`config.mk`:
```
export PLATFORM = sky130hd
export DESIGN_NAME = ptr_cell
export DESIGN_NICKNAME = d
export VERILOG_FILES = /design/src/rtl/point_transform_2d_top_assert.svh /design/src/rtl/ptr_cell.sv
export SDC_FILE = /design/constraint.sdc
export NUM_CORES = 1
export LEC_CHECK = 0
export ABC_AREA = 1
export CELL_PAD_IN_SITES_DETAIL_PLACEMENT = 0
export CELL_PAD_IN_SITES_GLOBAL_PLACEMENT = 2
export CORE_AREA = 2 2 39 41
export CTS_CLUSTER_DIAMETER = 200
export DETAILED_ROUTE_END_ITERATION = 10
export DIE_AREA = 0 0 41 43
export DONT_BUFFER_PORTS = 1
export GPL_ROUTABILITY_DRIVEN = 0
export PLACE_DENSITY_LB_ADDON = 0.1
export SYNTH_ARGS = -nofsm -noshare
export SYNTH_HDL_FRONTEND = slang
export SYNTH_SLANG_ARGS = --single-unit
```
`constraint.sdc`:
```
create_clock -name i_clk -period 1.84 [get_ports i_clk]
set_input_delay 0.184 -clock i_clk [delete_from_list [all_inputs] [get_ports i_clk]]
set_output_delay 0.184 -clock i_clk [all_outputs]
set_load 0.01 [all_outputs]
```
`src/rtl/point_transform_2d_top_assert.svh`:
```
// point_transform_2d_top_assert.svh: assertion macros for the point transform rtl
// needs a clock i_clk and an active-low reset i_rst_n in the including module
`ifndef POINT_TRANSFORM_2D_TOP_ASSERT_SVH
`define POINT_TRANSFORM_2D_TOP_ASSERT_SVH

// condition implies consequence in the same cycle
`define PTR_AST_IMP(lbl, ante, cons) \
    lbl: assert property (@(posedge i_clk) disable iff (!i_rst_n) (ante) |-> (cons)) \
        else $error("assertion failed");

// condition implies consequence in the next cycle
`define PTR_AST_NXT(lbl, ante, cons) \
    lbl: assert property (@(posedge i_clk) disable iff (!i_rst_n) (ante) |=> (cons)) \
        else $error("assertion failed");

`endif

```
`src/rtl/ptr_cell.sv`:
```
// ptr_cell: one pipeline cell, a payload register with valid and stall
// depends on nothing; the payload is a flat vector of WIDTH bits
module ptr_cell #(
    parameter int WIDTH = 8
) (
    input  logic             i_clk,
    input  logic             i_rst_n,
    input  logic             i_valid,
    input  logic [WIDTH-1:0] i_data,
    output logic             o_stall,
    output logic             o_valid,
    output logic [WIDTH-1:0] o_data,
    input  logic             i_stall
);

    logic             r_valid;
    logic [WIDTH-1:0] r_data;

    // hold only while a request sits here and downstream stalls
    assign o_stall = r_valid & i_stall;

    always_ff @(posedge i_clk) begin
        if (!i_rst_n) begin
            r_valid <= 1'b0;
        end else if (!o_stall) begin
            r_valid <= i_valid;
        end
    end

    always_ff @(posedge i_clk) begin
        if (!o_stall && i_valid) begin
            r_data <= i_data;
        end
    end

    assign o_valid = r_valid;
    assign o_data  = r_data;

endmodule

```
Yosys cells after proc, flatten, opt, wreduce, memory -nomap -nowiden
Cells that the tools add are included.
Word-level totals
  bits in registers: 9
  bits of input ports: 12
  output and inout port bits: 10
  logic and storage cells: 5
Cells by class
  bitwise logic cells: 1
  reductions and logical operators: 2
Operator list (count)
  AND 1 bit: 1
  logical AND 1 bit: 1
  zero test 1 bit: 1

Longest topological paths before layout
Gate-level depths: netlist of run 1.
  word-level depth: 3
  gate-level depth with buffers: 3
  gate-level depth less buffers: 3

Least setup slack after synthesis of run 1
Ideal clock, no wire load.
  path kind: register -> register
  from: register r_valid, in the netlist o_valid
  to: register r_data[0], in the netlist o_data[0], enable pin
  setup time: 339 ps
  arrival time: 708 ps
  required time: 1501 ps
  path slack: 793 ps
  stages on the path, launching flop included: 4
  path buffers: 0
  period minus slack after synthesis: 1047 ps
  cells stage by stage: dfxtp_1 nand2_2 inv_2 nor2_2
On the way
  cells in the longest elaborated chain, start to end: 3
RTL lines
  from (decl): line ptr_cell.sv:16  | logic r_valid;
  from (signal assigned): line ptr_cell.sv:26  | r_valid <= i_valid;
  AND 1 bit: line ptr_cell.sv:20  | assign o_stall = r_valid & i_stall;
  via o_stall: line ptr_cell.sv:10  | output logic o_stall,
  zero test 1 bit: line ptr_cell.sv:31  | if (!o_stall && i_valid) begin
  logical AND 1 bit: line ptr_cell.sv:31
  to (signal assigned): line ptr_cell.sv:32  | r_data <= i_data;
  to (decl): line ptr_cell.sv:17  | logic [WIDTH-1:0] r_data;
The timed path passes the listed nets, and every way through them passes these cells.
A chain may end at the register's enable or synchronous reset.

Worst setup path in the final report of run 1
Ends and elaborated chain as after synthesis.

==> key figures, run 1 <==
Timing
  • Max transition margin: 73.5%
  • Crit path time final: about 1.2 ns
  • Final worst-path cycle share: between 60% and 70%
  • Highest Clock Rate: between 800 and 900 MHz
  • Slew at the pin closest to its max-slew limit: about 0.4 ns
  • Clock tree skew after final layout: between 0.002 and 0.0025 ns
  • Final-report setup violation count: 0
  • Setup repair after global routing missed its margin: no
  • Setup TNS: 0 ns
  • Endpoints failing hold: 0
  • Final critical-path setup slack: between 0.6 and 0.7 ns
  • Max-slew violation count: 0

Die
  • Row Count: 14
  • Ports placed on the boundary: 22
  • Area of the core: roughly 1400 µm²
  • Die Footprint: around 1800 µm²
  • Chip height: roughly 43 µm
  • Initial Utilization: 21.2%
  • Die width: between 40 and 50 µm

Cells and area
  • Cell Count, Final, Fillers Out: 43
  • Antenna fix cells: 0
  • Area grow syn2layout: 43.2%
  • Area of the multi-input gates: approximately 21 µm²
  • Storage element area: 260 µm²
  • Layout filler cell count: 142
  • Fraction of layout instances using a drive strength above 1: about 26%
  • Net count, final: 40

Logic synthesis
  • Syn_nets: 27
  • Post-synthesis compound-gate area fraction: 2.99%
  • Leading cell types by total area after synthesis: sky130_fd_sc_hd__edfxtp_1, sky130_fd_sc_hd__dfxtp_1, sky130_fd_sc_hd__a21oi_2, sky130_fd_sc_hd__inv_1, sky130_fd_sc_hd__nand2_2
  • Largest family of logic cells by synthesized area: simple AND/OR/NAND/NOR gates
  • Count of flip-flops with a built-in enable after synthesis: 8
  • Adder-cell share of the synthesized area: 0%
  • Xor/xnor cell area share of the yosys netlist: 0%
  • Post-synthesis async set-or-reset flop share: 0%
  • Simple-gate area share of the yosys netlist: around 4.3%
  • Fraction of the yosys area taken by sequential cells: 88.9%
  • Register bit count reported by yosys: 9
  • Warning count from the yosys run: 0
  • Cell types with the highest counts after synthesis: sky130_fd_sc_hd__edfxtp_1, sky130_fd_sc_hd__inv_1
  • Syn Inst Count: 15
  • Netlist area before placement: 293 µm²
  • Syn avg cell area: ~20 µm²
  • Largest area contributor in the netlist: sky130_fd_sc_hd__edfxtp_1
  • Post-synth top area share: 82.1%
  • Most repeated cell in the gate-level netlist after synthesis: sky130_fd_sc_hd__edfxtp_1
  • Top flip-flop cell by instance count after synthesis: sky130_fd_sc_hd__edfxtp_1
  • Distinct cell type count after synthesis: 7
  • Multiplexer fraction of the synthesized cell area: 0%

Global route
  • Maximum number of pins on one net before global-route repair: 9
  • Remaining global-route overflow: 0
  • Wire length of the first global-routing pass: 627 µm
  • Number of global-route vias before repair: between 100 and 150
  • Global routing usage summed across all routing layers: 6.79%
  • Initial antenna violation count: 0

Worst setup path
  • Crit path DAT: between 1 and 1.5 ns
  • Start-to-end type of the worst setup path: flip-flop to flip-flop
  • Sort of element at the start of the critical path: flip-flop
  • Critical Path End Type: flip-flop
  • Maximum fanout count along the critical path: 8
  • Crit path required time: 1.75 ns

Clocking
  • CTS Sinks: 9
  • Clock insertion delay at the later pin of the skew report: 0.25 ns
  • Number of gates resized after cts: 0
  • Clk pin slew, worst setup/hold paths: roughly 0.060 ns
  • H-tree level count: 1
  • Max Buffers Root-to-Sink: 2
  • Clock buffers created by TritonCTS: 3
  • Root buf cell: sky130_fd_sc_hd__clkbuf_4
  • TritonCTS clock tree: yes

Pwr
  • Max IR drop VDD: 0.265 mV
  • Power density cells: ~1000 nW/µm²
  • Leakage power figure: about 0.16 nW

Flow run
  • Max-cap violations: 0

Placement
  • Placed instance count: 31
  • Port bufs: 0
  • Placement Setup Slack: between 0.6 and 0.7 ns

Detailed routing
  • First-pass iteration count of the detailed router: 1
  • Number of violations reported at the end of detailed-routing iteration 0: 0
  • Overall routed net length: 471 µm
  • Total via count after detailed routing: 158
  • Post-detailed-route via-to-cell ratio: around 3.7
  • Number of nets still failing antenna checks after routing: 0
  • Post-detailed-route DRC marker count: 0
  • Per-cell routed wire length: ~11 µm

Outcome
  • Run status: finished, final reports clean

Worst hold path
  • Type of the tightest min-delay check: primary input to flip-flop
[sequential cells by signal, indices dropped and copies added, names as in the netlist]
signal	cells
o_valid	1
o_data	8
[logic make-up after synthesis]
family	after synthesis
AOI/OAI and AO/OA	1
DFF	9
buffers and inverters	3
and+or+nand+nor	2
[critical path: stages (launching register included)]
cell	delay [ns]
sky130_fd_sc_hd__dfxtp_1	0.35
sky130_fd_sc_hd__nand2_2	0.09
sky130_fd_sc_hd__inv_2	0.06
sky130_fd_sc_hd__nor2_2	0.32
[metrics by stage]
stage | hold slack [ns] | cell area [µm²] | total power, mW | util [%]
finish | 0.0466 | 419 | 0.420 | 30.3
global route | 0.0331 | 419 | 0.450 | 30.3
CTS | 0.0131 | 339 | 0.415 | 24.5
detailed placement | 0.283 | 313 | 0.263 | 22.6
global placement | 0.283 | 313 | 0.263 | 22.6
floorplan | 0.283 | 293 | 0.260 | -
[metal layers]
metal / GRT usage, % / wire length [µm]
met1: 4.30 / 191
met2: 9.06 / 225
met3: 8.38 / 53
met4: 6.00 / 0
met5: 0 / 0
[final timing paths]
check                            start                   end  slack (ns)  cells past startpoint
setup / recovery  o_valid$_SDFFE_PN0N_   o_data[0]$_DFFE_PP_        0.69                      3
hold / removal                 i_rst_n  o_valid$_SDFFE_PN0N_        0.05                      2
setup reg to reg  o_valid$_SDFFE_PN0N_   o_data[0]$_DFFE_PP_        0.69                      3
hold reg to reg   o_valid$_SDFFE_PN0N_  o_valid$_SDFFE_PN0N_        0.53                      2
[area by class of cell]
class / count / area share [%]
tap: 16 / 4.78
inverter: 3 / 2.69
sequential: 9 / 62.1
timing repair buffer: 8 / 19.1
clock buffer: 4 / 6.27
multi-input combinational: 3 / 5.07
[layout by cell type, fill, tap and decap left out, drive strengths merged]
cell,n
nand2,1
a21oi,1
clkbuf,4
inv,3
nor2,1
dlygate4sd3,8
dfxtp,1
edfxtp,8
[repair_timing]
action / in CTS / in global routing
setup buffers: 0 / 0
endpoints found under the hold margin: 0 / 8
hold buffers: 0 / 8
[power breakdown]
part	total (mW)	internal, mW	leakage (nW)	switching (mW)
clock	0.149	0.0834	0.0150	0.0659
sequential	0.247	0.237	0.0858	0.0103
combinational	0.0236	0.0136	0.0564	0.0100
total	0.420	0.334	0.157	0.0861
(Power assumes the default switching activity.)
==> run 2, diff against run 1 <==
==> constraint.sdc (replaced) <==
create_clock -name i_clk -period 0.93 [get_ports i_clk]
set_input_delay 0.093 -clock i_clk [delete_from_list [all_inputs] [get_ports i_clk]]
set_output_delay 0.093 -clock i_clk [all_outputs]
set_load 0.01 [all_outputs]
==> run 2 against run 1 <==
  * The run now ends with negative setup slack left
  * Clock power up 95%
  * Largest cell class unchanged
  * Critical path type unchanged
  * Total power up 100%
  * Core utilization up 3.3 points
  * Combinational power rose to 2.8 times the previous value
==> key figures, run 2 (synthesis gave the netlist of run 1 again) <==
Detailed routing
  • Post-detailed-route via-to-cell ratio: 3.69
  • Number of nets still failing antenna checks after routing: 0
  • First-pass iteration count of the detailed router: 3
  • Per-cell routed wire length: 10.9 µm
  • Number of violations reported at the end of detailed-routing iteration 0: 1
  • Post-detailed-route DRC marker count: 0
  • Overall routed net length: ~530 µm
  • Total via count after detailed routing: between 150 and 200

Global route
  • Global routing usage summed across all routing layers: 7.39%
  • Maximum number of pins on one net before global-route repair: 9
  • Remaining global-route overflow: 0
  • Wire length of the first global-routing pass: between 700 and 800 µm
  • Initial antenna violation count: 0
  • Number of global-route vias before repair: between 150 and 200

Timing
  • Setup repair after global routing missed its margin: yes
  • Clock tree skew after final layout: 0.00168 ns
  • Final-report setup violation count: 8
  • Final critical-path setup slack: -0.0201 ns
  • Final worst-path cycle share: 102%
  • Crit path time final: ~0.95 ns
  • Slew at the pin closest to its max-slew limit: 0.238 ns
  • Setup TNS: -0.152 ns
  • Max-slew violation count: 0
  • Highest Clock Rate: 1050 MHz
  • Max transition margin: 84.1%
  • Endpoints failing hold: 0

Clocking
  • Root buf cell: sky130_fd_sc_hd__clkbuf_4
  • Clock buffers created by TritonCTS: 3
  • TritonCTS clock tree: yes
  • Clk pin slew, worst setup/hold paths: roughly 0.06 ns
  • Clock insertion delay at the later pin of the skew report: between 0.2 and 0.3 ns
  • Max Buffers Root-to-Sink: 2
  • CTS Sinks: 9
  • H-tree level count: 1

Outcome
  • Run status: complete, but fails checks
  • Violated checks: negative setup slack

Die
  • Chip height: around 43 µm
  • Ports placed on the boundary: 22
  • Area of the core: around 1400 µm²
  • Row Count: 14
  • Die width: between 40 and 50 µm
  • Initial Utilization: a little over a fifth
  • Die Footprint: 1760 µm²

Cells and area
  • Layout filler cell count: roughly 140
  • Most common cell after layout, fill and taps aside: sky130_fd_sc_hd__dlygate4sd3_1
  • Antenna fix cells: 0
  • Storage element area: 262 µm²
  • Area grow syn2layout: 59.0%
  • Most frequent cells in the layout: sky130_fd_sc_hd__dlygate4sd3_1, sky130_fd_sc_hd__edfxtp_1, sky130_fd_sc_hd__buf_4, sky130_fd_sc_hd__clkbuf_4, sky130_fd_sc_hd__inv_1
  • Fraction of layout instances using a drive strength above 1: a little under two fifths
  • Final design utilization: between 30% and 40%
  • Area of the multi-input gates: between 20 and 30 µm²
  • Largest register FFs: 8
  • Net count, final: between 40 and 50

Worst hold path
  • Type of the tightest min-delay check: primary input to flip-flop

Worst setup path
  • Cell-by-cell listing of the critical path: nand2_2 > inv_2 > nor2_4
  • Crit path required time: 0.87 ns
  • Buffer and inverter count on the worst path: 1
  • Start-to-end type of the worst setup path: flip-flop to flip-flop
  • Largest delay share family, worst path: flip-flops
  • Sort of element at the start of the critical path: flip-flop
  • Max stage delay on crit path: roughly 0.32 ns
  • Critical Path End Type: flip-flop
  • Crit path DAT: just under 0.9 ns
  • Critical Path Slowest Stage Cell: sky130_fd_sc_hd__dfxtp_2
  • Maximum fanout count along the critical path: 8

Pwr
  • Leakage power figure: 0.182 nW
  • Max IR drop VDD: around 0.47 mV
  • Power density cells: between 1500 and 2000 nW/µm²

Placement
  • Port bufs: 0

Flow run
  • Max-cap violations: 0
run 2: cell types whose count changed in the layout (fill, tap and decap cells not counted), sizes merged:
cell,before,now
dlygate4sd3,8,9
buf,0,4
run 2: area by class of cell:
type,count,area share [%]
sequential,9,56.2
timing repair buffer,13,25.8
multi-input combinational,3,5.65
clock buffer,4,5.65
tap,16,4.30
inverter,3,2.42
run 2: what timing repair did:
item / 4_1_cts / 5_1_grt
resized for setup: 0 / 0
endpoints found under the hold margin: 9 / 0
setup buffers: 1 / 0
endpoints found under the setup margin: 9 / 9
hold buffers: 9 / 0
run 2: final timing paths:
| path | slack [ns] | start | cells after the start | end |
|---|---|---|---|---|
| setup / recovery | -0.02 | o_valid$_SDFFE_PN0N_ | 3 | o_data[2]$_DFFE_PP_ |
| hold / removal | 0.05 | i_valid | 2 | o_valid$_SDFFE_PN0N_ |
| setup reg to reg | -0.02 | o_valid$_SDFFE_PN0N_ | 3 | o_data[2]$_DFFE_PP_ |
| hold reg to reg | 0.64 | o_valid$_SDFFE_PN0N_ | 4 | o_valid$_SDFFE_PN0N_ |
run 2: layer usage:
| metal | up-vias | global-route usage, % | share of wire [%] |
|---|---|---|---|
| met5 | - | 0 | 0 |
| met4 | 0 | 10.0 | 0 |
| met3 | 0 | 3.14 | 7.8 |
| met2 | 13 | 10.0 | 53 |
| met1 | 79 | 6.60 | 39 |
| li1 | 85 | - | - |
run 2: where the power goes:
group / switching (mW) / internal [mW]
sequential: 0.0190 / 0.470
clock: 0.126 / 0.165
combinational: 0.0260 / 0.0411
run 2: worst register-to-register path: stages (launching register included):
cell and delay, ns:
sky130_fd_sc_hd__dfxtp_2 0.32, sky130_fd_sc_hd__nand2_2 0.06, sky130_fd_sc_hd__inv_2 0.05, sky130_fd_sc_hd__nor2_4 0.20
run 2: per-stage QoR:
stage	setup WS [ns]	total power [mW]	instance area [µm²]	instances	hold slack (ns)
floorplan	-0.00543	0.517	299	15	0.192
global placement	-0.0145	0.532	342	34	0.192
detailed placement	-0.0297	0.534	342	34	0.192
CTS	-0.0386	0.869	465	48	0.0351
global route	-0.0947	0.905	465	48	0.0430
finish	-0.0201	0.846	465	48	0.0477
