## config.mk

```make
export PLATFORM = sky130hd
export DESIGN_NAME = ptr_coef
export DESIGN_NICKNAME = d
export VERILOG_FILES = /design/src/rtl/point_transform_2d_top_assert.svh /design/src/rtl/ptr_pkg.sv /design/src/rtl/ptr_coef.sv
export SDC_FILE = /design/constraint.sdc
export NUM_CORES = 2
export LEC_CHECK = 0
export BUFFER_PORTS_ARGS = -buffer_cell sky130_fd_sc_hd__buf_2
export CORE_MARGIN = 4
export CORE_UTILIZATION = 45
export DETAILED_ROUTE_END_ITERATION = 6
export HOLD_SLACK_MARGIN = 0.12
export SETUP_SLACK_MARGIN = 0.3
export SYNTH_ARGS = -nofsm -noshare
export SYNTH_HDL_FRONTEND = slang
export SYNTH_SLANG_ARGS = --single-unit
```

## constraint.sdc

```tcl
create_clock -name i_clk -period 17 [get_ports i_clk]
set_input_delay 3.4 -clock i_clk [delete_from_list [all_inputs] [get_ports i_clk]]
set_output_delay 3.4 -clock i_clk [all_outputs]
set_load 0.03 [all_outputs]
```

## src/rtl/point_transform_2d_top_assert.svh

```systemverilog
// point_transform_2d_top_assert.svh: assertion macros for the point transform rtl
// needs a clock i_clk and an active-low reset i_rst_n in the including module
`ifndef POINT_TRANSFORM_2D_TOP_ASSERT_SVH
`define POINT_TRANSFORM_2D_TOP_ASSERT_SVH

// condition implies consequence in the same cycle
`define PTR_AST_IMP(lbl, ante, cons) \
    lbl: assert property (@(posedge i_clk) disable iff (!i_rst_n) (ante) |-> (cons)) \
        else $error("assertion failed");

// condition implies consequence in the next cycle
`define PTR_AST_NXT(lbl, ante, cons) \
    lbl: assert property (@(posedge i_clk) disable iff (!i_rst_n) (ante) |=> (cons)) \
        else $error("assertion failed");

`endif

```

## src/rtl/ptr_pkg.sv

```systemverilog
// ptr_pkg: widths, codes, stage payload types and the saturation function
// used by the point transform block; no dependencies
package ptr_pkg;

    // coordinate and fraction widths
    localparam int CW   = 16;
    localparam int FB   = 16;
    localparam int ME   = 8;
    localparam int DW   = CW + 1;
    localparam int TW   = DW + 1;
    localparam int SQW  = 2 * DW;
    localparam int RADW = SQW + 2 * ME;
    localparam int MQW  = RADW / 2;
    localparam int DENW = 2 * MQW - 2 * ME;
    localparam int DOTW = 2 * DW + 1;
    localparam int NUMW = DOTW + FB;
    localparam int UW   = FB + 2;
    localparam int KW   = CW + FB + 1;
    localparam int KHW  = KW - FB + 1;
    localparam int OPW  = (UW > KHW) ? UW : KHW;
    localparam int PW   = DW + OPW;
    localparam int VW   = PW + FB + 1;
    localparam int QW   = VW - FB;
    localparam int SUMW = QW + 1;
    localparam int CNTW = $clog2(NUMW);
    localparam int IDXW = 3;

    // register indexes
    localparam logic [IDXW-1:0] REG_MODE  = 3'd0;
    localparam logic [IDXW-1:0] REG_SRC_X = 3'd1;
    localparam logic [IDXW-1:0] REG_SRC_Y = 3'd2;
    localparam logic [IDXW-1:0] REG_HDL_X = 3'd3;
    localparam logic [IDXW-1:0] REG_HDL_Y = 3'd4;
    localparam logic [IDXW-1:0] REG_CUR_X = 3'd5;
    localparam logic [IDXW-1:0] REG_CUR_Y = 3'd6;

    // operation carried down the pipeline, same codes as the mode register
    typedef enum logic [1:0] {
        OP_PASS  = 2'd0,
        OP_MOVE  = 2'd1,
        OP_ROT   = 2'd2,
        OP_SCALE = 2'd3
    } t_op;

    // coefficient sequencer states
    typedef enum logic [2:0] {
        CS_PROD,
        CS_ROOT_H,
        CS_ROOT_L,
        CS_NORM,
        CS_DIV_C,
        CS_DIV_S,
        CS_DIV_K,
        CS_DONE
    } t_cstate;

    typedef struct packed {
        logic [1:0]             mode;
        logic signed [CW-1:0]   sx;
        logic signed [CW-1:0]   sy;
        logic signed [CW-1:0]   hx;
        logic signed [CW-1:0]   hy;
        logic signed [CW-1:0]   cx;
        logic signed [CW-1:0]   cy;
    } t_cfg;

    typedef struct packed {
        logic                   ready;
        logic signed [UW-1:0]   c;
        logic signed [UW-1:0]   s;
        logic [KW-1:0]          k;
    } t_coef;

    typedef struct packed {
        t_op                    op;
        logic signed [CW-1:0]   x;
        logic signed [CW-1:0]   y;
        logic signed [TW-1:0]   tx;
        logic signed [TW-1:0]   ty;
        logic signed [DW-1:0]   dx;
        logic signed [DW-1:0]   dy;
    } t_s1;

    typedef struct packed {
        t_op                    op;
        logic signed [CW-1:0]   x;
        logic signed [CW-1:0]   y;
        logic signed [TW-1:0]   tx;
        logic signed [TW-1:0]   ty;
        logic signed [PW-1:0]   m1;
        logic signed [PW-1:0]   m2;
        logic signed [PW-1:0]   m3;
        logic signed [PW-1:0]   m4;
    } t_s2;

    typedef struct packed {
        t_op                    op;
        logic signed [CW-1:0]   x;
        logic signed [CW-1:0]   y;
        logic signed [TW-1:0]   tx;
        logic signed [TW-1:0]   ty;
        logic signed [QW-1:0]   qx;
        logic signed [QW-1:0]   qy;
    } t_s3;

    typedef struct packed {
        logic signed [CW-1:0]   out_x;
        logic signed [CW-1:0]   out_y;
        logic                   clip;
    } t_s4;

    typedef struct packed {
        logic signed [CW-1:0]   val;
        logic                   clip;
    } t_sat;

    localparam logic signed [SUMW-1:0] SAT_HI = SUMW'((2 ** (CW - 1)) - 1);
    localparam logic signed [SUMW-1:0] SAT_LO = -SUMW'(2 ** (CW - 1));

    // clamp a wide sum to the coordinate range
    function automatic t_sat sat_coord(input logic signed [SUMW-1:0] v);
        t_sat r;
        if (v > SAT_HI) begin
            r.val  = SAT_HI[CW-1:0];
            r.clip = 1'b1;
        end else if (v < SAT_LO) begin
            r.val  = SAT_LO[CW-1:0];
            r.clip = 1'b1;
        end else begin
            r.val  = v[CW-1:0];
            r.clip = 1'b0;
        end
        return r;
    endfunction

endpackage

```

## src/rtl/ptr_coef.sv

```systemverilog
// ptr_coef: configuration registers and the sequencer that derives cos, sin
// and the scale factor with two multipliers, a bit-pair square root and a
// restoring divider; depends on ptr_pkg
module ptr_coef (
    input  logic                         i_clk,
    input  logic                         i_rst_n,
    input  logic                         i_cfg_we,
    input  logic [ptr_pkg::IDXW-1:0]     i_cfg_index,
    input  logic [ptr_pkg::CW-1:0]       i_cfg_data,
    output ptr_pkg::t_cfg                o_cfg,
    output ptr_pkg::t_coef               o_coef
);
    import ptr_pkg::*;

    localparam logic [NUMW-1:0] ONE_N  = NUMW'(1) << FB;
    localparam logic [NUMW-1:0] KMAX_N = (NUMW'(1) << KW) - NUMW'(1);

    t_cfg    r_cfg;
    t_cstate r_state, n_state;
    logic [CNTW-1:0] r_cnt, n_cnt;

    logic [SQW-1:0]          r_sqh, r_sql;
    logic signed [DOTW-1:0]  r_dot, r_crs;
    logic [MQW-1:0]          r_hq, r_lq;
    logic [DENW-1:0]         r_den;
    logic signed [UW-1:0]    r_c, r_s;
    logic [KW-1:0]           r_k;
    logic [RADW-1:0]         r_rad;
    logic [MQW-1:0]          r_rem, r_root;
    logic [NUMW-1:0]         r_num, r_quo;
    logic [DENW-1:0]         r_drem;

    // configuration writes
    always_ff @(posedge i_clk) begin
        if (!i_rst_n) begin
            r_cfg <= '0;
        end else if (i_cfg_we) begin
            case (i_cfg_index)
                REG_MODE:  r_cfg.mode <= i_cfg_data[1:0];
                REG_SRC_X: r_cfg.sx   <= i_cfg_data;
                REG_SRC_Y: r_cfg.sy   <= i_cfg_data;
                REG_HDL_X: r_cfg.hx   <= i_cfg_data;
                REG_HDL_Y: r_cfg.hy   <= i_cfg_data;
                REG_CUR_X: r_cfg.cx   <= i_cfg_data;
                REG_CUR_Y: r_cfg.cy   <= i_cfg_data;
                default: ;
            endcase
        end
    end

    // sequencer state
    always_ff @(posedge i_clk) begin
        if (!i_rst_n) begin
            r_state <= CS_PROD;
            r_cnt   <= '0;
        end else begin
            r_state <= n_state;
            r_cnt   <= n_cnt;
        end
    end

    // next state
    always_comb begin
        n_state = r_state;
        n_cnt   = r_cnt + CNTW'(1);
        case (r_state)
            CS_PROD: begin
                if (r_cnt == CNTW'(7)) begin
                    n_state = CS_ROOT_H;
                    n_cnt   = '0;
                end
            end
            CS_ROOT_H: begin
                if (r_cnt == CNTW'(MQW - 1)) begin
                    n_state = CS_ROOT_L;
                    n_cnt   = '0;
                end
            end
            CS_ROOT_L: begin
                if (r_cnt == CNTW'(MQW - 1)) begin
                    n_state = CS_NORM;
                    n_cnt   = '0;
                end
            end
            CS_NORM: begin
                n_state = CS_DIV_C;
                n_cnt   = '0;
            end
            CS_DIV_C: begin
                if (r_cnt == CNTW'(NUMW - 1)) begin
                    n_state = CS_DIV_S;
                    n_cnt   = '0;
                end
            end
            CS_DIV_S: begin
                if (r_cnt == CNTW'(NUMW - 1)) begin
                    n_state = CS_DIV_K;
                    n_cnt   = '0;
                end
            end
            CS_DIV_K: begin
                if (r_cnt == CNTW'(NUMW - 1)) begin
                    n_state = CS_DONE;
                    n_cnt   = '0;
                end
            end
            CS_DONE: begin
                n_cnt = '0;
            end
            default: begin
                n_state = CS_PROD;
                n_cnt   = '0;
            end
        endcase
        // any register write starts the derivation over
        if (i_cfg_we) begin
            n_state = CS_PROD;
            n_cnt   = '0;
        end
    end

    // sequencer outputs
    logic first, last_root, last_div, ready;
    always_comb begin
        first     = (r_cnt == '0);
        last_root = (r_cnt == CNTW'(MQW - 1));
        last_div  = (r_cnt == CNTW'(NUMW - 1));
        ready     = (r_state == CS_DONE);
    end

    // offsets from the source
    logic signed [DW-1:0] hdx, hdy, ldx, ldy;
    assign hdx = {r_cfg.hx[CW-1], r_cfg.hx} - {r_cfg.sx[CW-1], r_cfg.sx};
    assign hdy = {r_cfg.hy[CW-1], r_cfg.hy} - {r_cfg.sy[CW-1], r_cfg.sy};
    assign ldx = {r_cfg.cx[CW-1], r_cfg.cx} - {r_cfg.sx[CW-1], r_cfg.sx};
    assign ldy = {r_cfg.cy[CW-1], r_cfg.cy} - {r_cfg.sy[CW-1], r_cfg.sy};

    // shared product unit
    logic signed [DW-1:0]   ma, mb;
    logic signed [2*DW-1:0] prod;
    always_comb begin
        case (r_cnt[2:0])
            3'd0:    begin ma = hdx; mb = hdx; end
            3'd1:    begin ma = hdy; mb = hdy; end
            3'd2:    begin ma = ldx; mb = ldx; end
            3'd3:    begin ma = ldy; mb = ldy; end
            3'd4:    begin ma = hdx; mb = ldx; end
            3'd5:    begin ma = hdy; mb = ldy; end
            3'd6:    begin ma = hdx; mb = ldy; end
            default: begin ma = hdy; mb = ldx; end
        endcase
        prod = ma * mb;
    end

    logic signed [DOTW-1:0] prod_x;
    assign prod_x = DOTW'(prod);

    // square root step, two radicand bits per cycle
    logic [RADW-1:0] rad_i, rad_n;
    logic [MQW-1:0]  rem_i, root_i, root_n;
    logic [MQW+1:0]  rem_s, trial, rem_n;
    logic            sq_ge;
    always_comb begin
        if (first) begin
            rad_i  = (r_state == CS_ROOT_H) ? {r_sqh, {(2*ME){1'b0}}}
                                            : {r_sql, {(2*ME){1'b0}}};
            rem_i  = '0;
            root_i = '0;
        end else begin
            rad_i  = r_rad;
            rem_i  = r_rem;
            root_i = r_root;
        end
        rem_s  = {rem_i, rad_i[RADW-1:RADW-2]};
        trial  = {root_i, 2'b01};
        sq_ge  = (rem_s >= trial);
        rem_n  = sq_ge ? (rem_s - trial) : rem_s;
        root_n = {root_i[MQW-2:0], sq_ge};
        rad_n  = rad_i << 2;
    end

    // divider operands
    logic              neg;
    logic [DOTW-1:0]   mag;
    logic [NUMW-1:0]   num_init;
    logic [DENW-1:0]   dvs;
    always_comb begin
        neg = 1'b0;
        mag = '0;
        dvs = r_den;
        case (r_state)
            CS_DIV_C: begin
                neg = r_dot[DOTW-1];
                mag = neg ? DOTW'(-r_dot) : DOTW'(r_dot);
            end
            CS_DIV_S: begin
                neg = r_crs[DOTW-1];
                mag = neg ? DOTW'(-r_crs) : DOTW'(r_crs);
            end
            CS_DIV_K: begin
                dvs = (r_hq == '0) ? DENW'(1) : DENW'(r_hq);
            end
            default: ;
        endcase
        if (r_state == CS_DIV_K) begin
            num_init = NUMW'(r_lq) << FB;
        end else begin
            num_init = NUMW'(mag) << FB;
        end
    end

    // restoring divide step, one quotient bit per cycle
    logic [NUMW-1:0] num_i, num_n, quo_i, quo_n;
    logic [DENW-1:0] drem_i;
    logic [DENW:0]   drs, drem_n;
    logic            d_ge;
    always_comb begin
        num_i  = first ? num_init : r_num;
        drem_i = first ? '0 : r_drem;
        quo_i  = first ? '0 : r_quo;
        drs    = {drem_i, num_i[NUMW-1]};
        d_ge   = (drs >= {1'b0, dvs});
        drem_n = d_ge ? (drs - {1'b0, dvs}) : drs;
        quo_n  = {quo_i[NUMW-2:0], d_ge};
        num_n  = num_i << 1;
    end

    // clamped results
    logic [FB:0]          unit_mag;
    logic signed [UW-1:0] unit_val;
    logic [KW-1:0]        k_val;
    logic [2*MQW-1:0]     norm_prod;
    logic [DENW-1:0]      den_n;
    always_comb begin
        unit_mag  = (quo_n > ONE_N) ? ONE_N[FB:0] : quo_n[FB:0];
        unit_val  = neg ? -UW'(unit_mag) : UW'(unit_mag);
        k_val     = (quo_n > KMAX_N) ? KMAX_N[KW-1:0] : quo_n[KW-1:0];
        norm_prod = r_hq * r_lq;
        den_n     = norm_prod[2*MQW-1:2*ME];
        if (den_n == '0) begin
            den_n = DENW'(1);
        end
    end

    // datapath registers
    always_ff @(posedge i_clk) begin
        case (r_state)
            CS_PROD: begin
                case (r_cnt[2:0])
                    3'd0:    r_sqh <= SQW'(prod);
                    3'd1:    r_sqh <= r_sqh + SQW'(prod);
                    3'd2:    r_sql <= SQW'(prod);
                    3'd3:    r_sql <= r_sql + SQW'(prod);
                    3'd4:    r_dot <= prod_x;
                    3'd5:    r_dot <= r_dot + prod_x;
                    3'd6:    r_crs <= prod_x;
                    default: r_crs <= r_crs - prod_x;
                endcase
            end
            CS_ROOT_H, CS_ROOT_L: begin
                r_rad  <= rad_n;
                r_rem  <= rem_n[MQW-1:0];
                r_root <= root_n;
                if (last_root && r_state == CS_ROOT_H) begin
                    r_hq <= root_n;
                end
                if (last_root && r_state == CS_ROOT_L) begin
                    r_lq <= root_n;
                end
            end
            CS_NORM: begin
                r_den <= den_n;
            end
            CS_DIV_C, CS_DIV_S, CS_DIV_K: begin
                r_num  <= num_n;
                r_drem <= drem_n[DENW-1:0];
                r_quo  <= quo_n;
                if (last_div) begin
                    case (r_state)
                        CS_DIV_C: r_c <= unit_val;
                        CS_DIV_S: r_s <= unit_val;
                        default:  r_k <= k_val;
                    endcase
                end
            end
            default: ;
        endcase
    end

    assign o_cfg        = r_cfg;
    assign o_coef.ready = ready;
    assign o_coef.c     = r_c;
    assign o_coef.s     = r_s;
    assign o_coef.k     = r_k;

endmodule

```

After elaboration in Yosys (flattened, before gate mapping). Cells that the tools add are included.

Output and inout port bits: 168. Register bits after elaboration: 630. Input bits: 22. Word-level logic and storage cells: 150.

Equality and inequality tests: 28. Add/subtract/negate cells: 14. Order comparisons: 4. Multiplexer cells: 35. Multipliers: 2. Reductions and logical operators: 37. Bitwise logic cells: 3.

Operators by type and width (count): 35-bit one-hot mux with 2 select lines (3); 50-bit two-way mux (3); 34-bit one-hot mux with 2 select lines (2); 34-bit two-way mux (3); 51-bit two-way mux (2); 17-bit one-hot mux with 3 select lines (2); 25-bit two-way mux (4); 35-bit two-way mux (2); 35-bit negator (2); 34-bit adder (2); 16-bit by 16-bit subtractor with 17-bit output (4); 51-bit by 17-bit > comparator with 1-bit output (second input constant) (1); 51-bit by 33-bit > comparator with 1-bit output (second input constant) (1); 25-bit by 25-bit multiplier with 50-bit output (1); 35-bit by 34-bit adder with 35-bit output (1); 35-bit by 34-bit >= comparator with 1-bit output (1); 35-bit by 34-bit subtractor with 35-bit output (1); 34-bit zero test (1); 17-bit by 17-bit multiplier with 34-bit output (1); 34-bit subtractor (1); 3-bit equality test (second input constant) (10); 27-bit >= comparator (1); 2-bit AND reduction (13); 25-bit zero test (1); other kinds (27) (60).

Longest topological paths before layout.
Depth after elaboration: 10. Gate-level depth with buffers: 55. Mapped depth without buffers: 55.

Worst setup path before layout. OpenSTA, ideal clock, no wires.

Kind: register to register. Start point: reg r_cfg, in the netlist o_cfg[82]. End point: reg r_crs[33] (data pin). Data required time: 16.731 ns. Path slack: 4.868 ns. Period minus slack after synthesis: 12.132 ns. Buffers on the path: 1. Setup time: 0.269 ns. Data arrival time: 11.863 ns. Stages on the path, launching flop included: 51. Cells stage by stage: dfxtp_1 -> inv_1 -> ha_1 -> nor2b_1 -> o21ai_0 -> a21boi_0 -> o21ai_0 -> a21boi_0 -> o21ai_0 -> a21boi_0 -> o21ai_0 -> nand2b_1 -> a31oi_1 -> o21ai_0 -> a2111oi_0 -> a211oi_1 -> a32oi_1 -> clkbuf_1 -> (+15 left out) -> xnor2_1 -> inv_1 -> ha_1 -> a21o_1 -> a21o_1 -> a21oi_1 -> o21ai_0 -> or3_1 -> a211oi_1 -> o21ai_0 -> a211oi_1 -> nor4_1 -> o21ai_0 -> nor3_1 -> maj3_1 -> maj3_1 -> xnor2_1 -> mux2i_1.

Cells in the longest elaborated chain, start to end: 5. Elaborated cells on any way between the ends: 7. Classes of those cells: 3 x add/sub; 1 x mul; 3 x mux.

RTL lines: start, declared (line ptr_coef.sv:18) `t_cfg r_cfg;`; 16-bit by 16-bit subtractor with 17-bit output (on tied branches) (line ptr_coef.sv:133, ptr_coef.sv:135); 17-bit one-hot mux with 3 select lines (line ptr_coef.sv:142) `case (r_cnt[2:0])`; 17-bit by 17-bit multiplier with 34-bit output (*) (line ptr_coef.sv:152) `prod = ma * mb;`; 35-bit by 34-bit subtractor with 35-bit output (line ptr_coef.sv:257) `default: r_crs <= r_crs - prod_x;`; 35-bit one-hot mux with 2 select lines (*) (line ptr_coef.sv:249) `case (r_cnt[2:0])`; end signal, assigned (line ptr_coef.sv:256) `3'd6: r_crs <= prod_x;`; end signal, assigned (line ptr_coef.sv:257); end, declared (line ptr_coef.sv:23) `logic signed [DOTW-1:0] r_dot, r_crs;`.

Every way passes the cells marked *; elsewhere a longest branch is shown, timed or not. A chain may end at the register's enable or synchronous reset.

Worst setup path after layout.
Start point: reg r_cfg, in the netlist o_cfg[80]. End point: reg r_crs[33] (data pin).

The elaborated chain is that of the path after synthesis.

==> results_tabular.tex <==
\begin{tabular}{lr}
\hline
Metric & Value \\
\hline
\multicolumn{2}{l}{\textbf{Outcome}} \\
\quad Status & finished, final reports clean \\
\multicolumn{2}{l}{\textbf{Floorplan}} \\
\quad Row count & about 140 \\
\quad Area of the core region & 150000 sq um \\
\quad Total Die Area & around 160000 sq um \\
\quad Horizontal die dimension & 398 um \\
\quad Height of the die & 398 um \\
\quad IO Count & between 150 and 200 \\
\quad Initial cell density of the core & 0.455 \\
\multicolumn{2}{l}{\textbf{STA}} \\
\quad Setup repair after global routing missed its margin & false \\
\quad Final hold violation count & 0 \\
\quad Setup TNS Final & 0 ns \\
\quad Fin crit period & 13.69 ns \\
\quad Fin Clk Skew & 0.0752 ns \\
\quad Setup violators final & 0 \\
\quad Final period utilization & 0.805 \\
\quad Transition at the pin with the smallest max-transition slack & 1.20 ns \\
\quad Normalized max-slew margin & 0.201 \\
\quad Max frequency & 73.1 MHz \\
\quad Count of final max-slew check failures & 0 \\
\multicolumn{2}{l}{\textbf{Global route}} \\
\quad First-pass GRT wire length & 308 mm \\
\quad Via count of the first global-routing pass & 54963 \\
\quad Fraction of met3 tracks used by global routing & 0.0292 \\
\quad Pin count of the biggest net entering global routing & 144 \\
\quad GRT Overall Usage & 0.246 \\
\quad GR Layer Usage met1 & 0.315 \\
\quad Busiest layer in global routing & met2 \\
\quad Met2 track utilization from global routing & 0.427 \\
\quad Total gr overflow & 0 \\
\quad Number of antenna violations at the first check in global routing & 1 \\
\multicolumn{2}{l}{\textbf{Routing}} \\
\quad Per-cell routed wire length & roughly 20 um \\
\quad Final wirelength & 193 mm \\
\quad Drc violations & 0 \\
\quad Number of search-and-repair iterations in the first detailed-routing pass & 6 \\
\quad Number of vias per cell after detailed routing & 5.50 \\
\quad Total via count in the routed design & 52985 \\
\quad Violation count after the first detailed-route iteration & roughly 3500 \\
\quad Number of routed nets with antenna violations & 0 \\
\multicolumn{2}{l}{\textbf{Critical path}} \\
\quad Crit end category & flip-flop \\
\quad Critical path launch point type & flip-flop \\
\quad Crit path required time & 17.38 ns \\
\quad Launch point of the worst path & o\_cfg[80]\$\_SDFFE\_PN0P\_ \\
\quad Critical path fanouts, max & 22 \\
\quad Slowest stage cell on the critical path & a2111oi\_0 \\
\quad Largest stage delay on the critical path & roughly 0.7 ns \\
\quad Critical Setup Path Class & flip-flop to flip-flop \\
\quad Data arrival time of the worst path & 14.06 ns \\
\quad Startpoint of the lowest-slack register-to-register path & o\_cfg[80]\$\_SDFFE\_PN0P\_ \\
\multicolumn{2}{l}{\textbf{Finish}} \\
\quad Post-layout instance count excluding filler cells & roughly 9600 \\
\quad Filler Cell Count & 14188 \\
\quad Final-stage net count & $\sim$9000 \\
\quad Antenna fix cells & 0 \\
\quad Area Overhead vs Synth & 8.93\% \\
\quad Fraction of final layout cells sized beyond drive strength 1 & 0.0684 \\
\multicolumn{2}{l}{\textbf{Logic synthesis}} \\
\quad Mapped Area & just under 70000 sq um \\
\quad Synthesized Nets & 8872 \\
\quad Instance count of the mapped netlist & 7489 \\
\quad Number of synthesized flops with an enable pin & 491 \\
\quad Fraction of synthesized cell area taken by the top area cell type & 0.243 \\
\quad Main area contributors after synthesis & fa\_1, edfxtp\_1, ha\_1 \\
\quad Share of synthesized area occupied by flip-flops and latches & 0.247 \\
\quad Total of warnings raised by yosys & 0 \\
\quad Leading cell type by number of instances after synthesis & nand2\_1 \\
\quad Count of unique library cells instantiated by Yosys & 81 \\
\quad Average instance area after synthesis & between 9 and 10 sq um \\
\quad Area leader, netlist & fa\_1 \\
\quad Async set or reset register ratio after synthesis & 0 \\
\quad Synth cell count leaders & nand2\_1, inv\_1, fa\_1 \\
\quad Number of flip-flops and latches in the synthesized netlist & 598 \\
\quad Dominant synthesized flop cell & edfxtp\_1 \\
\multicolumn{2}{l}{\textbf{CTS}} \\
\quad Clock Latency Late Sink & $\sim$0.69 ns \\
\quad TritonCTS buffer count & 75 \\
\quad Count of hold-fix buffers inserted at cts & 0 \\
\quad Clock transition at the registers of the reported paths & 0.06 ns \\
\quad Clock tree from TritonCTS & done \\
\quad Setup repair bufs after CTS & 0 \\
\quad Clock root buffer master & clkbuf\_16 \\
\quad Maximum buffer depth of the clock tree & 3 \\
\quad Total clock sinks & $\sim$600 \\
\quad H-tree depth reported by CTS & 3 \\
\quad Cells resized by post-CTS repair & 0 \\
\multicolumn{2}{l}{\textbf{Place}} \\
\quad Detailed-placement wirelength estimate & 149 mm \\
\quad Number of placed cells counting well taps & 9493 \\
\quad Final GP Congestion & 0.907 \\
\quad Port Buffer Count & around 190 \\
\multicolumn{2}{l}{\textbf{Worst hold path}} \\
\quad Beginning of the worst hold path & o\_cfg[84]\$\_SDFFE\_PN0P\_ \\
\quad Tightest Hold Check Type & flip-flop to flip-flop \\
\multicolumn{2}{l}{\textbf{Flow run}} \\
\quad Max cap viols & 0 \\
\hline
\end{tabular}
==> flip-flops by register name, indices dropped and copies added, names as in the netlist, 34 cells and up <==
register / cells
o_cfg: 98
r_quo: 50
r_crs: 35
r_dot: 35
r_den: 34
r_drem: 34
r_num: 34
r_sqh: 34
r_sql: 34
==> layout by cell type, fill, tap and decap left out, types with 127 or more instances in the layout <==
| cell type | instances |
|---|---|
| a21oi_1 | 291 |
| edfxtp_1 | 491 |
| buf_4 | 127 |
| o21ai_0 | 359 |
| nand2_1 | 1208 |
| nor2_1 | 365 |
| ha_1 | 529 |
| buf_2 | 189 |
| fa_1 | 831 |
| xnor2_1 | 213 |
| inv_1 | 1085 |
| a21o_1 | 144 |
| and2_1 | 347 |
==> stage by stage <==
stage / cell area (sq um) / worst slack (ns) / utilization / hold slack [ns]
floorplan: 68500 / 4.87 / - / 0.456
global placement: 71900 / 3.86 / 0.478 / 0.466
detailed placement: 71900 / 3.45 / 0.478 / 0.475
CTS: 74600 / 3.38 / 0.496 / 0.484
global route: 74600 / 1.98 / 0.496 / 0.505
finish: 74600 / 3.31 / 0.496 / 0.482
==> final timing paths <==
| kind | end | slack, ns | cells after the start |
|---|---|---|---|
| setup / recovery | r_crs[33]$_DFFE_PP_ | 3.31 | 50 |
| hold / removal | o_cfg[84]$_SDFFE_PN0P_ | 0.48 | 2 |
| setup reg to reg | r_crs[33]$_DFFE_PP_ | 3.31 | 50 |
| hold reg to reg | o_cfg[84]$_SDFFE_PN0P_ | 0.48 | 2 |
==> kinds of logic (layout without fill, tap and decap cells) <==
group	count (synthesis)	after routing	share of synthesized area
flops	598	598	0.247
simple gates	2376	2376	0.159
xor+xnor	327	327	0.0418
compound gates	1332	1332	0.124
mux	76	76	0.0111
buf+inv	1416	1544	0.0777
fa+ha+maj	1364	1364	0.340
==> metal layers <==
metal	routed length, um	share of wire
met1	81000	0.42
met2	93900	0.49
met3	10400	0.054
met5	0	0
met4	7880	0.041
==> worst max-delay path, delay by kind of cell (launching register included) <==
kind / cells / cell delay (ns)
AO/OA/AOI/OAI: 21 / 4.87
XOR/XNOR: 2 / 0.75
adder cells (fa/ha/maj): 12 / 5.11
buffers and inverters: 5 / 0.73
flip-flops: 1 / 0.39
multiplexers: 1 / 0.09
AND/OR/NAND/NOR: 9 / 1.44
==> layout make-up <==
type / count / area, sq um / share of cell area
multi-input cells: 5475 / 46500 / 0.623
flip-flops and latches: 598 / 16900 / 0.226
inverters: 1087 / 4080 / 0.0547
well taps: 2016 / 2520 / 0.0338
clock buffers: 89 / 1980 / 0.0265
repair buffers: 317 / 1920 / 0.0257
clock inverters: 51 / 752 / 0.0101
Power is left out: the tool's default activity adds up to more than one toggle a clock period on the data nets, which glitch-free logic cannot reach.
